File: config.mk
export PLATFORM = sky130hd
export DESIGN_NAME = rational_arith_reduce_unit
export DESIGN_NICKNAME = d
export VERILOG_FILES = /design/src/rtl/core/rar_pkg.sv /design/src/rtl/core/rar_ctrl.sv /design/src/rtl/core/rar_dp.sv /design/src/rtl/core/rational_arith_reduce_unit.sv
export SDC_FILE = /design/constraint.sdc
export NUM_CORES = 2
export LEC_CHECK = 0
export ABC_AREA = 0
export BUFFER_PORTS_ARGS = -buffer_cell sky130_fd_sc_hd__buf_2
export CAP_MARGIN = 15
export CORE_ASPECT_RATIO = 0.9
export CORE_MARGIN = 3
export CORE_UTILIZATION = 40
export DETAILED_ROUTE_END_ITERATION = 10
export GPL_TIMING_DRIVEN = 1
export PLACE_DENSITY = 0.59
export REMOVE_ABC_BUFFERS = 1
export SYNTH_ARGS = -nofsm -noshare
export SYNTH_HDL_FRONTEND = slang
export SYNTH_HIERARCHICAL = 1
export SYNTH_SLANG_ARGS = --single-unit
File: constraint.sdc
create_clock -name clk -period 18.4 [get_ports clk]
set_input_delay 0.92 -clock clk [delete_from_list [all_inputs] [get_ports clk]]
set_output_delay 0.92 -clock clk [all_outputs]
set_load 0.02 [all_outputs]
File: src/rtl/core/rar_pkg.sv
// Shared types and constants for the rational arithmetic reduce unit.
package rar_pkg;

  typedef enum logic [1:0] {
    CMD_ADD = 2'd0,
    CMD_SUB = 2'd1,
    CMD_MUL = 2'd2,
    CMD_DIV = 2'd3
  } cmd_t;

  // controller to datapath
  typedef struct packed {
    logic load;      // capture operands
    logic mul1;      // first product pair
    logic mul2;      // product of the two denominators
    logic combine;   // form magnitude and denominator
    logic gcd_step;  // one subtract-shift step of binary gcd
    logic div_init;  // start quotient division
    logic div_step;  // one restoring division bit
    logic finish;    // form result word
  } rar_cmd_t;

  // datapath to controller
  typedef struct packed {
    logic mag_zero;
    logic gcd_done;
    logic div_done;
  } rar_stat_t;

endpackage

File: src/rtl/core/rar_ctrl.sv
// Controller state machine for the rational arithmetic reduce unit.
module rar_ctrl (
  input  logic              clk,
  input  logic              rst,
  input  logic              in_valid,
  output logic              in_stall,
  output logic              out_valid,
  input  logic              out_stall,
  output rar_pkg::rar_cmd_t cmd,
  input  rar_pkg::rar_stat_t stat
);
  import rar_pkg::*;

  typedef enum logic [3:0] {
    S_IDLE, S_MUL1, S_MUL2, S_COMB, S_GCD, S_DINIT, S_DIV, S_FIN, S_OUT
  } state_t;

  state_t state;

  assign in_stall  = (state != S_IDLE);
  assign out_valid = (state == S_OUT);

  always_comb begin
    cmd          = '0;
    cmd.load     = (state == S_IDLE) && in_valid;
    cmd.mul1     = (state == S_MUL1);
    cmd.mul2     = (state == S_MUL2);
    cmd.combine  = (state == S_COMB);
    cmd.gcd_step = (state == S_GCD);
    cmd.div_init = (state == S_DINIT);
    cmd.div_step = (state == S_DIV);
    cmd.finish   = (state == S_FIN);
  end

  always_ff @(posedge clk) begin
    if (rst) begin
      state <= S_IDLE;
    end else begin
      unique case (state)
        S_IDLE:  if (in_valid) state <= S_MUL1;
        S_MUL1:  state <= S_MUL2;
        S_MUL2:  state <= S_COMB;
        S_COMB:  state <= S_GCD;
        S_GCD: begin
          if (stat.mag_zero) state <= S_FIN;
          else if (stat.gcd_done) state <= S_DINIT;
        end
        S_DINIT: state <= S_DIV;
        S_DIV:   if (stat.div_done) state <= S_FIN;
        S_FIN:   state <= S_OUT;
        S_OUT:   if (!out_stall) state <= S_IDLE;
        default: state <= S_IDLE;
      endcase
    end
  end
endmodule

File: src/rtl/core/rar_dp.sv
// Datapath: cross products, binary gcd and serial division by the gcd.
module rar_dp #(
  parameter int OPERAND_WIDTH = 16
) (
  input  logic                            clk,
  input  rar_pkg::rar_cmd_t               cmd,
  output rar_pkg::rar_stat_t              stat,
  input  logic [1:0]                      command,
  input  logic signed [OPERAND_WIDTH-1:0] a_num,
  input  logic [OPERAND_WIDTH-1:0]        a_den,
  input  logic signed [OPERAND_WIDTH-1:0] b_num,
  input  logic [OPERAND_WIDTH-1:0]        b_den,
  output logic signed [2*OPERAND_WIDTH:0] res_num,
  output logic [2*OPERAND_WIDTH-1:0]      res_den,
  output logic                            div_zero
);
  import rar_pkg::*;

  localparam int W  = OPERAND_WIDTH;
  localparam int PW = 2 * W;
  localparam int MW = PW + 1;
  localparam int CW = $clog2(MW + 1);
  localparam int KW = $clog2(PW + 1);

  cmd_t           op;
  logic [W-1:0]   ma, mb, ad, bd;
  logic           sa, sb;
  logic [PW-1:0]  p1, p2, pd;
  logic [MW-1:0]  mag;
  logic [PW-1:0]  den;
  logic           neg, dz;
  logic [MW-1:0]  gx, gy;
  logic [KW-1:0]  k;
  logic [MW-1:0]  g;
  logic [MW-1:0]  rem, quo;
  logic [CW-1:0]  cnt;
  logic           phase;

  logic [W-1:0]   m1a, m1b, m2a, m2b;
  logic [PW-1:0]  m1, m2;
  logic           s2;
  logic [MW-1:0]  rem_sh;
  logic [MW-1:0]  gdiff;

  always_comb begin
    m1a = ma; m1b = bd; m2a = mb; m2b = ad;
    if (op == CMD_MUL) begin
      m1b = mb; m2a = ad; m2b = bd;
    end else if (op == CMD_DIV) begin
      m2a = ad; m2b = mb;
    end
  end
  assign m1 = PW'(m1a * m1b);
  assign m2 = PW'(m2a * m2b);
  assign s2 = (op == CMD_SUB) ? !sb : sb;

  // g is cleared on combine and set on the first gcd step
  assign stat.mag_zero = (mag == '0);
  assign stat.gcd_done = (g != '0) && (gy == '0);
  assign stat.div_done = phase && (cnt == '0);

  assign rem_sh  = {rem[MW-2:0], quo[MW-1]};
  assign gdiff   = (gx > gy) ? gx - gy : gy - gx;

  always_ff @(posedge clk) begin
    if (cmd.load) begin
      op <= cmd_t'(command);
      sa <= a_num[W-1];
      sb <= b_num[W-1];
      ma <= a_num[W-1] ? W'(-a_num) : W'(a_num);
      mb <= b_num[W-1] ? W'(-b_num) : W'(b_num);
      ad <= a_den;
      bd <= b_den;
    end
    if (cmd.mul1) begin
      p1 <= m1;
      p2 <= m2;
    end
    if (cmd.mul2) begin
      pd <= PW'(ad * bd);
    end
    if (cmd.combine) begin
      dz  <= 1'b0;
      den <= (op == CMD_DIV) ? p2 : pd;
      if (op == CMD_ADD || op == CMD_SUB) begin
        if (sa == s2) begin
          mag <= MW'(p1) + MW'(p2); neg <= sa;
        end else if (p1 >= p2) begin
          mag <= MW'(p1 - p2); neg <= sa;
        end else begin
          mag <= MW'(p2 - p1); neg <= s2;
        end
      end else if (op == CMD_MUL) begin
        mag <= MW'(p1); neg <= sa ^ sb;
      end else begin
        mag <= MW'(p1); neg <= sa ^ sb;
        if (mb == '0) begin
          dz <= 1'b1; neg <= sa;
        end
      end
    end
    if (cmd.gcd_step && stat.mag_zero) begin
      neg <= 1'b0;
      den <= PW'(1);
    end
    if (cmd.combine) begin
      gx <= '0; gy <= '0; k <= '0;
    end
    if (cmd.gcd_step) begin
      if (gx == '0 && gy == '0 && k == '0 && phase == 1'b0 && g == '0) begin
        gx <= mag;
        gy <= (den == '0) ? MW'(1) : MW'(den);
        g  <= MW'(1);
        if (den == '0) den <= PW'(1);
      end else if (!gx[0] && !gy[0]) begin
        gx <= gx >> 1; gy <= gy >> 1; k <= k + KW'(1);
      end else if (!gx[0]) begin
        gx <= gx >> 1;
      end else if (!gy[0]) begin
        gy <= gy >> 1;
      end else begin
        gx <= (gx < gy) ? gx : gy;
        gy <= gdiff;
      end
    end
    if (cmd.combine) g <= '0;
    if (cmd.div_init) begin
      g     <= gx << k;
      rem   <= '0;
      quo   <= mag;
      cnt   <= CW'(MW);
      phase <= 1'b0;
    end
    if (cmd.div_step) begin
      if (cnt == '0) begin
        if (!phase) begin
          mag   <= quo;
          rem   <= '0;
          quo   <= MW'(den);
          cnt   <= CW'(MW);
          phase <= 1'b1;
        end
      end else begin
        if (rem_sh >= g) begin
          rem <= rem_sh - g;
          quo <= {quo[MW-2:0], 1'b1};
        end else begin
          rem <= rem_sh;
          quo <= {quo[MW-2:0], 1'b0};
        end
        cnt <= cnt - CW'(1);
        if (phase && cnt == CW'(1)) begin
          den <= PW'(rem_sh >= g ? {quo[MW-2:0], 1'b1} : {quo[MW-2:0], 1'b0});
        end
      end
    end
    if (cmd.combine) phase <= 1'b0;
    if (cmd.finish) begin
      res_num  <= neg ? -$signed(mag) : $signed(mag);
      res_den  <= den;
      div_zero <= dz;
    end
  end
endmodule

File: src/rtl/core/rational_arith_reduce_unit.sv
// Rational arithmetic reduce unit: top level.
// Steps: load, two product states, combine, gcd loop, divider init, serial division of
// magnitude and denominator by the gcd, finish and output; a zero numerator skips to finish.
// Throughput: one word at a time; next word taken once the result is delivered.
// The gcd loop and serial restoring divider take most of the time per word.
// Reset: synchronous, active high; clears the controller, datapath holds no reset.
module rational_arith_reduce_unit #(
  parameter int OPERAND_WIDTH = 16
) (
  input  logic                            clk,
  input  logic                            rst,
  input  logic                            in_valid,
  output logic                            in_stall,
  input  logic [1:0]                      command,
  input  logic signed [OPERAND_WIDTH-1:0] a_num,
  input  logic [OPERAND_WIDTH-1:0]        a_den,
  input  logic signed [OPERAND_WIDTH-1:0] b_num,
  input  logic [OPERAND_WIDTH-1:0]        b_den,
  output logic                            out_valid,
  input  logic                            out_stall,
  output logic signed [2*OPERAND_WIDTH:0] res_num,
  output logic [2*OPERAND_WIDTH-1:0]      res_den,
  output logic                            div_zero
);
  import rar_pkg::*;

  rar_cmd_t  cmd;
  rar_stat_t stat;

  rar_ctrl u_ctrl (
    .clk, .rst, .in_valid, .in_stall, .out_valid, .out_stall, .cmd, .stat
  );

  rar_dp #(.OPERAND_WIDTH(OPERAND_WIDTH)) u_dp (
    .clk, .cmd, .stat, .command, .a_num, .a_den, .b_num, .b_den,
    .res_num, .res_den, .div_zero
  );

`ifndef SYNTHESIS
  a_den_pos: assert property (@(posedge clk) disable iff (rst)
    out_valid |-> res_den != '0) else $error("zero denominator");
  a_one_hot: assert property (@(posedge clk) disable iff (rst)
    $onehot0(cmd)) else $error("overlapping commands");
  a_no_load: assert property (@(posedge clk) disable iff (rst)
    out_valid |-> !cmd.load) else $error("load while result held");
`endif
endmodule
==> results.md <==
- Status: complete, no violations
- Final Max Tran Viols: 0
- RD Place Congestion: 0.978
- Worst setup SP type: flop
- Final WL: 190 mm
- Reg2reg path depth: 24
- Slew HR: 16.6%
- Dominant synthesized flop cell: edfxtp_1
- Htree depth: 2
- WL/cell: 22.3 µm
- CP Capture Type: flop
- Area contributors post-synth: fa_1, edfxtp_1, ha_1
- Clock Sinks: 478
- Critical path start-end classification: reg -> reg
- Initial core utilization: 40.4%
- Maximum clock path buffer count: 3
- First drt pass iteration count: 6
- Worst Hold Path Cells: 1
- R2r setup slk: 9.81 ns
- Initial antenna violation count: 1
- Root Driver: clkbuf_16
- N_diodes: 0
- Fmax: 116 MHz
- Total track usage: 25.1%
- First-pass GRT wire length: 294 mm
- Clock tree from TritonCTS: built
- RSZ-0062 raised after global routing: false
- Part of the Yosys area used for sequential elements: 21.5%
- Final Hold Fails: 0
- Synthesis-to-layout area growth: 7.76%
- Netlist Area Pre-Place: 58,200 µm²
- Count of hold buffers inserted by post-cts repair: 0
- Vias in the first global route: 47,931
- Total vias in the final route: 48,269
- Syn. warnings: 6
- Clock Pin Slew Worst Setup and Hold Paths: 0.06 ns
- Max cap viols: 0
- Antenna Violating Nets Remaining: 0
- Post CTS Setup Buffer Count: 0
- Post-DP HPWL: 148 mm
- Final setup fails: 0
- Flops & latches, synth: 478
- Num CTS Buffers: 59
- Initial DRC Count: 3,995
- Gate Count Post-Synth: 6,615
- Worst Tran Pin Value: 1.22 ns
- Die height: 368 µm
- Critical Path AT: 9.02 ns
- DR vias/cell: 5.66
- Worst Clk Skew: 0.0264 ns
- Row count: 132
- Number of synthesized flops with an enable pin: 296
- Post-synth top cells: inv_1, nand2_1, fa_1, ha_1, nor2_1
- Yosys cell types: 89
- # nets final: 7,708
- IO Port Bufs: 137
- Die W: 408 µm
- Synth Area per Inst: 8.80 µm²
- CP Max Fanout: 73
- Synth area leader: fa_1
- Io pins: 138
- Period utilization: 46.7%
- Ys async rst share: 0%
- Fillers: 14,305
- Hold Path Class: in -> reg
- Core box area: 144,000 µm²
- Most numerous cell in the Yosys netlist: inv_1
- GRT overflow: 0
- Area share of the largest cell type after synthesis: 20.2%
- Die area: 150,000 µm²
- Setup TNS: 0 ns
- Largest net degree at the start of global routing: 83
- Post-CTS Resized: 0
- Tmin final: 8.59 ns
- Residual DRC: 0
- Clk Latency, worst-skew pair: 0.70 ns
- Data required, critical path: 18.83 ns
- Share of cells above drive strength 1: 6.64%
-- layer usage --
metal	GRT usage, %	wire, µm
met4	8.95	7500
met1	34.9	84100
met5	0	13
met3	3.31	13500
met2	39.9	85300
-- path summary, 6_finish.rpt --
check	startpoint	end
worst max-delay path	u_dp/op[1]	u_dp/p2[24]
worst min-delay path	a_den[10]	u_dp/ad[10]
worst max register to register	u_dp/op[1]	u_dp/p2[24]
worst min register to register	u_dp/cnt[5]	u_dp/cnt[5]
-- critical path: stages, from the launching register on --
cell,delay (ns)
edfxtp_1,0.31
buf_4,0.43
buf_4,0.76
mux2i_1,1.07
nor2_1,0.14
fa_1,0.54
inv_1,0.05
fa_1,0.45
fa_1,0.49
fa_1,0.54
inv_1,0.05
fa_1,0.47
inv_1,0.05
fa_1,0.47
inv_1,0.04
ha_1,0.33
a21oi_1,0.19
o31a_1,0.19
o21ai_0,0.21
a221o_1,0.40
a41o_1,0.27
o41ai_1,0.43
o21bai_1,0.10
a21oi_1,0.18
xnor2_1,0.08
-- sequential cells by signal (all words and copies together), names as in the netlist, 2 cells and up --
signal        cells
u_dp/k            6
u_dp/p2          32
u_ctrl/state      4
u_dp/bd          16
u_dp/ad          16
u_dp/cnt          6
u_dp/rem         32
u_dp/g           33
u_dp/quo         33
u_dp/res_num     33
u_dp/mb          16
u_dp/gx          33
u_dp/res_den     32
u_dp/m1a         16
u_dp/mag         33
u_dp/den         32
u_dp/gy          33
u_dp/p1          32
u_dp/pd          32
u_dp/op           2
-- metrics by stage --
step	hold WS [ns]	cells	cell area, µm²	worst slack, ns	utilization [%]
2_1_floorplan	0.400	6252	56800	8.16	-
3_3_place_gp	0.456	8417	60700	10.13	42.1
3_5_place_dp	0.461	8417	60700	9.93	42.1
4_1_cts	0.343	8526	62700	9.92	43.5
5_1_grt	0.369	8526	62700	9.38	43.5
6_report	0.397	8526	62700	9.81	43.5
-- area by class of cell --
type	instances	area, µm²	share of cell area [%]
Inverter	926	3480	5.54
Timing Repair Buffer	222	1320	2.11
Multi-Input combinational cell	4848	40900	65.2
Clock buffer	78	1660	2.65
Sequential cell	478	12500	20.0
Tap cell	1943	2430	3.87
Clock inverter	31	409	0.652
-- placed cells by master, fill, tap and decap left out, drive strengths merged, types with 56 or more instances in the layout --
cell and n:
inv 928, nand2 757, fa 588, ha 515
nor2 445, a21oi 432, edfxtp 296, o21ai 279
and2 224, buf 222, dfxtp 182, xnor2 161
mux2i 152, a21o 119, a22o 91, clkbuf 78
nor3 77, xor2 66, a22oi 62, nand3 57
nand4 56
-- cell families after synthesis --
logic type | share of synthesized area [%]
and+or+nand+nor | 14.8
buffers and inverters | 8.41
xor gates and xnor gates | 3.41
AOI/OAI and AO/OA | 16.2
DFF | 21.5
adders and majority gates | 31.3
muxes | 4.41
Power is left out: the tool's default activity adds up to more than one toggle a clock period on the data nets, which glitch-free logic cannot reach.
